## config.mk

```make
export PLATFORM = sky130hd
export DESIGN_NAME = palette_reduce_nibble_pack
export DESIGN_NICKNAME = d
export VERILOG_FILES = /design/src/design/prnp_pkg.sv /design/src/design/prnp_ctrl.sv /design/src/design/prnp_datapath.sv /design/src/design/palette_reduce_nibble_pack.sv
export SDC_FILE = /design/constraint.sdc
export NUM_CORES = 1
export LEC_CHECK = 0
export BUFFER_PORTS_ARGS = -buffer_cell sky130_fd_sc_hd__buf_2
export CORE_MARGIN = 2
export CORE_UTILIZATION = 59
export DETAILED_ROUTE_END_ITERATION = 10
export PLACE_DENSITY_LB_ADDON = 0.05
export SKIP_CTS_REPAIR_TIMING = 1
export SYNTH_ARGS = -nofsm -noshare
export SYNTH_HDL_FRONTEND = slang
export SYNTH_SLANG_ARGS = --single-unit
```

## constraint.sdc

```tcl
create_clock -name clk -period 20.9 [get_ports clk]
set_input_delay 3.135 -clock clk [delete_from_list [all_inputs] [get_ports clk]]
set_output_delay 3.135 -clock clk [all_outputs]
set_load 0.03 [all_outputs]
```

## src/design/prnp_pkg.sv

```systemverilog
`timescale 1ns / 1ps
// ----------------------------------------------------------------------------
// prnp_pkg
// Shared types and constants for the palette reduce and nibble pack block.
// ----------------------------------------------------------------------------
package prnp_pkg;

	localparam int SOURCE_ENTRIES = 144;
	localparam int PALETTE_SLOTS  = 15;

	localparam int IDX_W   = (SOURCE_ENTRIES > 1) ? $clog2(SOURCE_ENTRIES) : 1;
	localparam int STORE_W = (PALETTE_SLOTS > 1) ? $clog2(PALETTE_SLOTS) : 1;
	localparam int SLOT_W  = 4;
	localparam int COLOUR_W = 24;

	localparam logic [8:0]        ENTRY_LIMIT   = 9'(SOURCE_ENTRIES);
	localparam logic [SLOT_W-1:0] SLOT_LIMIT    = SLOT_W'(PALETTE_SLOTS);
	localparam logic [7:0]        CODE_BASE     = 8'h40;
	localparam logic [3:0]        OVERFLOW_CODE = 4'd15;

	localparam int S_TDATA_W = 48;
	localparam int S_TUSER_W = 2;
	localparam int M_TDATA_W = 24;

	typedef enum logic [1:0] {
		FN_CLEAR   = 2'd0,
		FN_PALETTE = 2'd1,
		FN_PIXEL   = 2'd2,
		FN_NOP     = 2'd3
	} func_t;

	typedef enum logic [1:0] {
		ST_IDLE,
		ST_SCAN,
		ST_COMMIT
	} state_t;

	typedef struct packed {
		logic accept;
		logic step;
		logic commit;
	} ctrl_cmd_t;

	typedef struct packed {
		logic in_palette;
		logic scan_done;
		logic out_free;
	} dp_status_t;

endpackage

```

## src/design/prnp_ctrl.sv

```systemverilog
`timescale 1ns / 1ps
// ----------------------------------------------------------------------------
// prnp_ctrl
// Sequencer: accept a word, scan the colour store for palette entries,
// then commit the result into the output register.
// ----------------------------------------------------------------------------
module prnp_ctrl (
	input  logic                  clk,
	input  logic                  arst_n,
	input  logic                  s_tvalid,
	output logic                  s_tready,
	input  prnp_pkg::dp_status_t  status,
	output prnp_pkg::ctrl_cmd_t   cmd
);
	import prnp_pkg::*;

	state_t state_q;
	state_t state_nxt;

	always_ff @(posedge clk or negedge arst_n) begin
		if (!arst_n) begin
			state_q <= ST_IDLE;
		end else begin
			state_q <= state_nxt;
		end
	end

	always_comb begin
		state_nxt = state_q;
		unique case (state_q)
			ST_IDLE: begin
				if (s_tvalid) begin
					state_nxt = status.in_palette ? ST_SCAN : ST_COMMIT;
				end
			end
			ST_SCAN: begin
				if (status.scan_done) begin
					state_nxt = ST_COMMIT;
				end
			end
			ST_COMMIT: begin
				if (status.out_free) begin
					state_nxt = ST_IDLE;
				end
			end
			default: state_nxt = ST_IDLE;
		endcase
	end

	always_comb begin
		s_tready   = 1'b0;
		cmd.accept = 1'b0;
		cmd.step   = 1'b0;
		cmd.commit = 1'b0;
		unique case (state_q)
			ST_IDLE: begin
				s_tready   = 1'b1;
				cmd.accept = s_tvalid;
			end
			ST_SCAN: begin
				cmd.step = !status.scan_done;
			end
			ST_COMMIT: begin
				cmd.commit = status.out_free;
			end
			default: ;
		endcase
	end

endmodule

```

## src/design/prnp_datapath.sv

```systemverilog
`timescale 1ns / 1ps
// ----------------------------------------------------------------------------
// prnp_datapath
// Item registers, colour store with slot scan, code table memory and the
// output register.
// ----------------------------------------------------------------------------
module prnp_datapath (
	input  logic                                clk,
	input  logic                                arst_n,
	input  logic [prnp_pkg::S_TDATA_W-1:0]      s_tdata,
	input  logic [prnp_pkg::S_TUSER_W-1:0]      s_tuser,
	output logic                                m_tvalid,
	input  logic                                m_tready,
	output logic [prnp_pkg::M_TDATA_W-1:0]      m_tdata,
	input  prnp_pkg::ctrl_cmd_t                 cmd,
	output prnp_pkg::dp_status_t                status
);
	import prnp_pkg::*;

	logic [COLOUR_W-1:0]       store_q [PALETTE_SLOTS];
	logic [SLOT_W-1:0]         cnt_q;
	logic [3:0]                code_mem [SOURCE_ENTRIES];
	logic [SOURCE_ENTRIES-1:0] valid_q;

	func_t               func_q;
	logic [7:0]          idx_q;
	logic                idx_ok_q;
	logic [COLOUR_W-1:0] colour_q;
	logic [SLOT_W-1:0]   slot_q;
	logic [3:0]          rd_left_q;
	logic [3:0]          rd_right_q;
	logic                ok_left_q;
	logic                ok_right_q;

	logic                m_tvalid_q;
	logic [16:0]         m_data_q;

	logic [7:0] in_idx;
	logic [7:0] pix_l;
	logic [7:0] pix_r;
	logic [7:0] off_l;
	logic [7:0] off_r;
	logic       rng_l;
	logic       rng_r;
	func_t      in_func;

	logic       hit;
	logic       found;
	logic       full;
	logic       entry_ok;
	logic       is_new;
	logic [3:0] assigned;
	logic [3:0] used_nxt;
	logic [7:0] packed_nxt;

	assign in_func = func_t'(s_tuser[1:0]);
	assign in_idx  = s_tdata[7:0];
	assign pix_l   = s_tdata[39:32];
	assign pix_r   = s_tdata[47:40];
	assign off_l   = pix_l - CODE_BASE;
	assign off_r   = pix_r - CODE_BASE;
	assign rng_l   = (pix_l >= CODE_BASE) && ({1'b0, off_l} < ENTRY_LIMIT);
	assign rng_r   = (pix_r >= CODE_BASE) && ({1'b0, off_r} < ENTRY_LIMIT);

	// item registers and code table reads
	always_ff @(posedge clk) begin
		if (cmd.accept) begin
			func_q   <= in_func;
			idx_q    <= in_idx;
			idx_ok_q <= {1'b0, in_idx} < ENTRY_LIMIT;
			colour_q <= {s_tdata[15:8], s_tdata[23:16], s_tdata[31:24]};
			if (rng_l) begin
				rd_left_q <= code_mem[off_l[IDX_W-1:0]];
				ok_left_q <= valid_q[off_l[IDX_W-1:0]];
			end else begin
				rd_left_q <= 4'd0;
				ok_left_q <= 1'b0;
			end
			if (rng_r) begin
				rd_right_q <= code_mem[off_r[IDX_W-1:0]];
				ok_right_q <= valid_q[off_r[IDX_W-1:0]];
			end else begin
				rd_right_q <= 4'd0;
				ok_right_q <= 1'b0;
			end
		end
	end

	always_ff @(posedge clk or negedge arst_n) begin
		if (!arst_n) begin
			slot_q <= '0;
		end else if (cmd.accept) begin
			slot_q <= '0;
		end else if (cmd.step) begin
			slot_q <= slot_q + 1'b1;
		end
	end

	// one comparator walks the stored colours
	assign hit   = (slot_q != cnt_q) && (store_q[slot_q[STORE_W-1:0]] == colour_q);
	assign found = slot_q != cnt_q;
	assign full  = cnt_q == SLOT_LIMIT;

	assign entry_ok = (func_q == FN_PALETTE) && idx_ok_q;
	assign is_new   = entry_ok && !found && !full;

	always_comb begin
		if (found) begin
			assigned = slot_q;
		end else if (full) begin
			assigned = OVERFLOW_CODE;
		end else begin
			assigned = cnt_q;
		end
	end

	always_comb begin
		used_nxt = cnt_q;
		if (func_q == FN_CLEAR) begin
			used_nxt = '0;
		end else if (is_new) begin
			used_nxt = cnt_q + 1'b1;
		end
	end

	always_comb begin
		packed_nxt = 8'd0;
		if (func_q == FN_PIXEL) begin
			packed_nxt = {ok_left_q ? rd_left_q : 4'd0, ok_right_q ? rd_right_q : 4'd0};
		end
	end

	always_ff @(posedge clk) begin
		if (cmd.commit && is_new) begin
			store_q[cnt_q[STORE_W-1:0]] <= colour_q;
		end
	end

	always_ff @(posedge clk) begin
		if (cmd.commit && entry_ok) begin
			code_mem[idx_q[IDX_W-1:0]] <= assigned;
		end
	end

	always_ff @(posedge clk or negedge arst_n) begin
		if (!arst_n) begin
			cnt_q   <= '0;
			valid_q <= '0;
		end else if (cmd.commit) begin
			cnt_q <= used_nxt;
			if (func_q == FN_CLEAR) begin
				valid_q <= '0;
			end else if (entry_ok) begin
				valid_q[idx_q[IDX_W-1:0]] <= 1'b1;
			end
		end
	end

	// output register
	always_ff @(posedge clk or negedge arst_n) begin
		if (!arst_n) begin
			m_tvalid_q <= 1'b0;
		end else if (cmd.commit) begin
			m_tvalid_q <= 1'b1;
		end else if (m_tready) begin
			m_tvalid_q <= 1'b0;
		end
	end

	always_ff @(posedge clk) begin
		if (cmd.commit) begin
			m_data_q <= {packed_nxt, used_nxt, is_new, entry_ok ? assigned : 4'd0};
		end
	end

	assign m_tvalid = m_tvalid_q;
	assign m_tdata  = {7'd0, m_data_q};

	assign status.in_palette = in_func == FN_PALETTE;
	assign status.scan_done  = !idx_ok_q || hit || (slot_q == cnt_q);
	assign status.out_free   = !m_tvalid_q || m_tready;

endmodule

```

## src/design/palette_reduce_nibble_pack.sv

```systemverilog
`timescale 1ns / 1ps
// ----------------------------------------------------------------------------
// palette_reduce_nibble_pack
// Reduces a 144-entry RGB palette to at most 15 colours and packs pixel
// pairs into bytes of two 4-bit codes.
// ----------------------------------------------------------------------------
// Every input word gives one output word. Clear, no-op and pixel pair words
// go from the accept state straight to commit; a pixel pair reads the code
// table at both pixels in the accept cycle. A palette entry scans before it
// commits, up to the matching slot, or up to the count of stored colours when
// there is no match: one comparator steps through the colour store a slot per
// cycle. A palette entry whose index is out of range ends the scan without
// stepping. A result commits only once the previous one has been taken. The
// output register lets the next word in while a result waits to be taken.
module palette_reduce_nibble_pack (
	input  logic                               clk,
	input  logic                               arst_n,
	input  logic                               s_tvalid,
	output logic                               s_tready,
	// entry_index, red, green, blue, pixel_left, pixel_right
	input  logic [prnp_pkg::S_TDATA_W-1:0]     s_tdata,
	// func
	input  logic [prnp_pkg::S_TUSER_W-1:0]     s_tuser,
	output logic                               m_tvalid,
	input  logic                               m_tready,
	// assigned_code, is_new_colour, colours_used, packed_byte, zero pad
	output logic [prnp_pkg::M_TDATA_W-1:0]     m_tdata
);
	import prnp_pkg::*;

	ctrl_cmd_t  cmd;
	dp_status_t status;

	prnp_ctrl u_ctrl (
		.clk      (clk),
		.arst_n   (arst_n),
		.s_tvalid (s_tvalid),
		.s_tready (s_tready),
		.status   (status),
		.cmd      (cmd)
	);

	prnp_datapath u_datapath (
		.clk      (clk),
		.arst_n   (arst_n),
		.s_tdata  (s_tdata),
		.s_tuser  (s_tuser),
		.m_tvalid (m_tvalid),
		.m_tready (m_tready),
		.m_tdata  (m_tdata),
		.cmd      (cmd),
		.status   (status)
	);

endmodule
```

==> results by group, run 1 <==
Route
  – Number of vias per cell: roughly 7
  – # DRC: 0
  – Post-route ant nets: 0
  – Wire per inst: 32.7 um
  – Pre-antenna DRT Iters: 6
  – Routed WL: 129 mm
  – Starting DRT DRC Count: about 3.3k
  – DR vias: approximately 27k

Timing
  – Slew @ Worst Pin: roughly 1.3 ns
  – Hold Worst Slack: 0.506 ns
  – Final Hold Viols: 0
  – F_max: 0.145 GHz
  – Post-route clock skew: about 0.030 ns
  – RSZ-0062 raised after global routing: false
  – Rel. slew slack: approximately 15%
  – Final min period: around 7 ns
  – Total negative slack: 0 ns
  – Final period util: about a third
  – Finish-stage setup viols: 0
  – Final worst slack: around 14 ns
  – Max-slew violations: 0

Critical path
  – Crit path max-delay family: buffers and inverters
  – Crit Path Class: in2reg
  – Max stage delay on crit path: 0.90 ns
  – WP data required: 21.33 ns
  – CP max FO: 65
  – Crit path DAT: 7.30 ns
  – Nature of the critical path endpoint: flip-flop
  – Cell chain of the critical path: buf_6 -> buf_4 -> buf_4 -> mux4_2 -> mux4_2 -> mux4_2 -> mux2i_1 -> a211oi_1
  – Buf/Inv on CP: 3
  – Startpoint types: input pin
  – Cell mode on critical path: mux4_2
  – Crit-path slowest cell: buf_4

Finish
  – NumNets Final: between 2k and 3k
  – Most frequent cells in the layout: 998 x edfxtp_1, 518 x mux4_2, 172 x nor2_1
  – Post-route cell area: roughly 57000 um2
  – Most common cell after layout, fill and taps aside: edfxtp_1
  – Storage element area: roughly 34000 um2
  – Area grow syn2layout: 10.4%
  – Area of the multi-input gates: approximately 17000 um2
  – Layout cell share with drive strength beyond 1: between 30% and 40%
  – Final Util: 65.6%
  – Fillers: between 5k and 6k

Global route
  – Tot GR Track Use: between 20 and 30%
  – First-pass GRT wire length: 191 mm
  – Number of global-route vias before repair: between 20k and 30k
  – Initial antenna violation count: 4
  – Largest net degree at the start of global routing: 115
  – Total gr overflow: 0

Placement
  – Placement Cell Area: roughly 53000 um2
  – IO Port Bufs: 72
  – DP HPWL: around 80 mm
  – Routability Congestion: between 0.8 and 0.9
  – Place WS: ~13 ns

CTS
  – Worst-Skew Late Latency: between 0.7 and 0.8 ns
  – H-tree levels: 3
  – Root Buffer: clkbuf_16
  – Clock slew at reported path FFs: 0.06 ns
  – Num CTS Buffers: 119
  – CTS tree: yes
  – CTS Sinks: between 1k and 1.5k
  – Maximum root-to-sink buffer count: 3

Pwr
  – Pwr/cell area: just under 100 nW/um2
  – VDD IR max: approximately 0.099 mV
  – Leakage: roughly 18 nW

Floorplanning
  – Starting Density: 59.4%
  – Die height: about 300 um
  – Die footprint: between 80000 and 90000 um2
  – # IOs: 80
  – FP Rows: about 110
  – Core Area: 86600 um2
  – Die Wd: approximately 300 um

Yosys
  – Post-synth EDFFs: around 1000
  – Sequential area share after synthesis: 65.8%
  – Post-synth cell types: 49
  – Yosys top cell area share: 58.2%
  – Area contributors post-synth: edfxtp_1 58%, mux4_2 23%, dfrtp_1 7.5%
  – Post-synth design cell area: 51500 um2
  – Mapped Cells: between 2k and 3k
  – Fraction of registers with async set/reset: 13.4%
  – Main flop type after synthesis: edfxtp_1
  – Syn Area/Cell: 19.6 um2
  – Synth area leader: edfxtp_1
  – Seq cells post-synth: about 1.2k
  – Synth warn: 0

Run
  – Max-cap violation count: 0

Outcome
  – Status: finished clean

Worst hold path
  – Min-delay worst type: reg2reg
## synth_stat cells (7+ instances only)
cell and number:
a211oi_1 12, a21oi_1 20, a31oi_1 9, and2_1 18, buf_1 19, buf_2 42
buf_4 22, buf_6 9, clkbuf_1 92, dfrtp_1 155, edfxtp_1 998, ha_1 11
inv_1 9, mux2i_1 88, mux4_2 518, nand2_1 62, nand3_1 13, nand4_1 7
nor2_1 174, nor2b_1 8, nor3_1 11, nor4_1 8, o211ai_1 7, o21a_1 148
o21ai_1 26, o22ai_1 18, xnor2_1 31, xor2_1 46
## cell families (layout without fill, tap and decap cells)
family,after synthesis,after routing,share of synthesized area (%)
xor gates and xnor gates,77,77,1.31
other,1,8,0.00729
muxes,606,606,24.4
and+or+nand+nor,326,326,2.88
adders and majority gates,11,11,0.267
AOI/OAI and AO/OA,256,256,3.44
buffers and inverters,201,357,1.92
DFF,1153,1153,65.8
## per-stage QoR
step	cells	power [W]
after floorplan	2637	0.00327
after global placement	3721	0.00346
after detailed placement	3721	0.00348
after CTS	3948	0.00562
after global routing	3949	0.00575
final	3949	0.00558
## area by class of cell
| cell class | instances | area share [%] |
|---|---|---|
| antenna | 1 | 0.00440 |
| multi-input combinational | 1283 | 29.4 |
| tap | 1155 | 2.54 |
| clock buffer | 166 | 5.94 |
| timing repair buffer | 115 | 1.30 |
| inverter | 15 | 0.0991 |
| sequential | 1153 | 59.6 |
| clock inverter | 61 | 1.11 |
## metal layers
metal | GRT usage, % | wire (um) | vias to the layer above
met1 | 40.4 | 49200 | 14400
met4 | 10.9 | 5120 | 4
li1 | - | - | 11000
met5 | 0 | 22 | -
met3 | 4.89 | 9350 | 259
met2 | 49.0 | 65500 | 1262
## sequential cells by signal (all words and copies together), names as in the netlist, 2 cells and up
signal                 count
u_datapath.rd_left_q       4
u_datapath.idx_q           8
u_datapath.func_q          2
u_ctrl.state_q             2
u_datapath.cnt_q           4
u_datapath.code_mem      576
u_datapath.valid_q       144
u_datapath.store_q       360
u_datapath.rd_right_q      4
u_datapath.colour_q       24
u_datapath.slot_q          4
u_datapath.m_data_q       17
## final timing paths
| kind | from | end | slack [ns] | cells after the start |
|---|---|---|---|---|
| hold reg to reg | u_datapath.valid_q[90] | u_datapath.valid_q[90] | 0.51 | 1 |
| max in group asynchronous | arst_n | u_datapath.valid_q[13] | 16.55 | 3 |
| hold / removal | u_datapath.valid_q[90] | u_datapath.valid_q[90] | 0.51 | 1 |
| min in group asynchronous | arst_n | u_datapath.valid_q[94] | 2.34 | 1 |
| setup / recovery | s_tdata[33] | u_datapath.rd_left_q[3] | 14.02 | 8 |
| setup reg to reg | u_datapath.slot_q[0] | u_datapath.slot_q[2] | 15.98 | 11 |
## where the power goes
group	switching (W)	total (W)	internal [W]
clock	0.000888	0.00215	0.00126
sequential	0.0000614	0.00283	0.00277
combinational	0.000443	0.000595	0.000152
total	0.00139	0.00558	0.00419
Note: power is estimated with default switching activity, not from simulation.
==> run 2: changes to the inputs <==
==> constraint.sdc (replaced) <==
create_clock -name clk -period 7.15 [get_ports clk]
set_input_delay 1.0725 -clock clk [delete_from_list [all_inputs] [get_ports clk]]
set_output_delay 1.0725 -clock clk [all_outputs]
set_load 0.03 [all_outputs]
==> run 2 against run 1 <==
Net effect:
- clock-buffer cell count down 6
- sequential share of layout area fell by 0.16 points
- power grew to 3.0 times the previous value
==> results by group, run 2 (synthesis gave the netlist of run 1 again) <==
Outcome
  – Status: finished clean

Route
  – DR vias: 27.1k (+0.53%)
  – Post-route ant nets: 0 (unchanged)
  – Wire per inst: 33.0 um (+0.70%)
  – Pre-antenna DRT Iters: 6 (unchanged)
  – Number of vias per cell: 6.85 (+0.30%)
  – Starting DRT DRC Count: 3127 (-3.9%)
  – # DRC: 0 (unchanged)
  – Routed WL: 130 mm (+0.93%)

Placement
  – Routability Congestion: 0.843 (+1.1%)
  – Placement Cell Area: 52900 um2 (+0.26%)
  – DP HPWL: 80.5 mm (+2.4%)
  – IO Port Bufs: 72 (unchanged)

Critical path
  – Cell chain of the critical path: buf_2 -> nand2b_1 -> nand3b_1 -> clkinv_1 -> nand2_1 -> nor3_1 -> nand3_1 -> nor2_1
  – Crit-path slowest cell: nor3_1
  – Max stage delay on crit path: 1.03 ns (+0.13 ns)
  – Crit Path Class: in2reg
  – Crit path DAT: 5.15 ns (-2.15 ns)
  – WP data required: 7.50 ns (-13.83 ns)
  – CP max FO: 23 (-65%)
  – Nature of the critical path endpoint: flip-flop
  – Startpoint types: input pin

Floorplanning
  – # IOs: 80 (unchanged)
  – Die footprint: 89600 um2 (unchanged)
  – FP Rows: 108 (unchanged)
  – Starting Density: 59.4% (unchanged)
  – Core Area: 86600 um2 (unchanged)
  – Die Wd: 299 um (unchanged)
  – Die height: 299 um (unchanged)

Global route
  – Tot GR Track Use: 29.8% (+0.18 points)
  – Number of global-route vias before repair: 27.6k (-1.3%)
  – Total gr overflow: 0 (unchanged)
  – First-pass GRT wire length: 193 mm (+1.2%)
  – Initial antenna violation count: 1 (-3)
  – Largest net degree at the start of global routing: 145 (+26%)

Timing
  – Final min period: roughly 4.8 ns
  – Max-slew violations: 0 (unchanged)
  – Hold Worst Slack: 0.467 ns (-0.0391 ns)
  – Rel. slew slack: 15.9% (+0.79 points)
  – Slew @ Worst Pin: 1.25 ns (-0.0215 ns)
  – RSZ-0062 raised after global routing: false
  – Final period util: approximately two thirds
  – Finish-stage setup viols: 0 (unchanged)
  – Total negative slack: 0 ns (unchanged)
  – Post-route clock skew: 0.0275 ns (-0.00261 ns)
  – F_max: 0.209 GHz
  – Final Hold Viols: 0 (unchanged)

Worst hold path
  – Min-delay worst type: in2async

Finish
  – Area grow syn2layout: 10.7%
  – NumNets Final: 2761 (+0.33%)
  – Fillers: 5703 (-1.1%)
  – Most common cell after layout, fill and taps aside: edfxtp_1
  – Max reg flops: 576 (unchanged)
  – Final Util: 65.8% (+0.18 points)
  – Post-route cell area: 57000 um2 (+0.27%)
  – Layout cell share with drive strength beyond 1: 30.4% (+0.12 points)
  – Most frequent cells in the layout: 998 x edfxtp_1, 518 x mux4_2, 172 x nor2_1

Run
  – Max-cap violation count: 0 (unchanged)

Pwr
  – Total power: 0.0165 W (+200%)
  – Pwr/cell area: 289 nW/um2 (+190%)
  – Leakage: 18.5 nW (+0.26%)
  – VDD IR max: 0.312 mV (+210%)

CTS
  – Maximum root-to-sink buffer count: 3 (unchanged)
  – CTS Sinks: 1153 (unchanged)
  – Root Buffer: clkbuf_16
  – CTS tree: yes
  – Clock slew at reported path FFs: 0.06 ns (about the same)
  – Worst-Skew Late Latency: 0.71 ns (about the same)
  – Num CTS Buffers: 118 (-0.84%)
  – H-tree levels: 3 (unchanged)
run 2: cell count changes in the layout (fill, tap and decap cells not counted), moves of 4 or more:
cell	previous run	this run
clkbuf_8	18	10
inv_4	5	0
inv_6	4	0
clkinvlp_4	1	7
buf_12	1	6
buf_4	44	49
run 2: worst paths after layout:
path                                         from                         end  slack (ns)  depth (start not counted)
setup / recovery                         m_tready  u_datapath.code_mem[55][1]        2.36                          8
max in group asynchronous                  arst_n      u_datapath.valid_q[15]        5.04                          2
min in group clk           u_datapath.valid_q[95]      u_datapath.valid_q[95]        0.50                          1
hold / removal                             arst_n     u_datapath.valid_q[120]        0.47                          1
hold reg to reg            u_datapath.valid_q[95]      u_datapath.valid_q[95]        0.50                          1
setup reg to reg                u_ctrl.state_q[0]  u_datapath.code_mem[55][1]        2.44                          6
run 2: cell type report:
type / count / area [um2] / share of cell area [%]
flip-flops and latches: 1153 / 33900 / 59.4
multi-input cells: 1283 / 16700 / 29.3
clock buffers: 160 / 3320 / 5.82
well taps: 1155 / 1450 / 2.54
repair buffers: 125 / 877 / 1.54
clock inverters: 66 / 707 / 1.24
inverters: 15 / 56.3 / 0.0988
diodes: 1 / 2.50 / 0.00439
run 2: metal layers:
metal	vias to the layer above	GRT usage, %	share of wire (%)
li1	11100	-	-
met1	14600	40.8	38
met2	1245	49.5	51
met3	226	4.27	7.1
met4	0	11.3	4.0
met5	-	0	0
run 2: stage by stage:
step / setup WS, ns / cells
finish: 2.36 / 3958
global route: 2.19 / 3957
CTS: 2.33 / 3957
detailed placement: 1.62 / 3731
global placement: 1.75 / 3731
floorplan: 0.485 / 2637
run 2: worst max-delay path, delay by kind of cell:
family	cells	cell delay [ns]
buffers and inverters	2	0.64
AND/OR/NAND/NOR	6	3.40
run 2: power breakdown:
part	switching [W]	internal (W)	total, W
Sequential	0.000189	0.00811	0.00830
Clock	0.00256	0.00375	0.00631
Combinational	0.00141	0.000452	0.00186
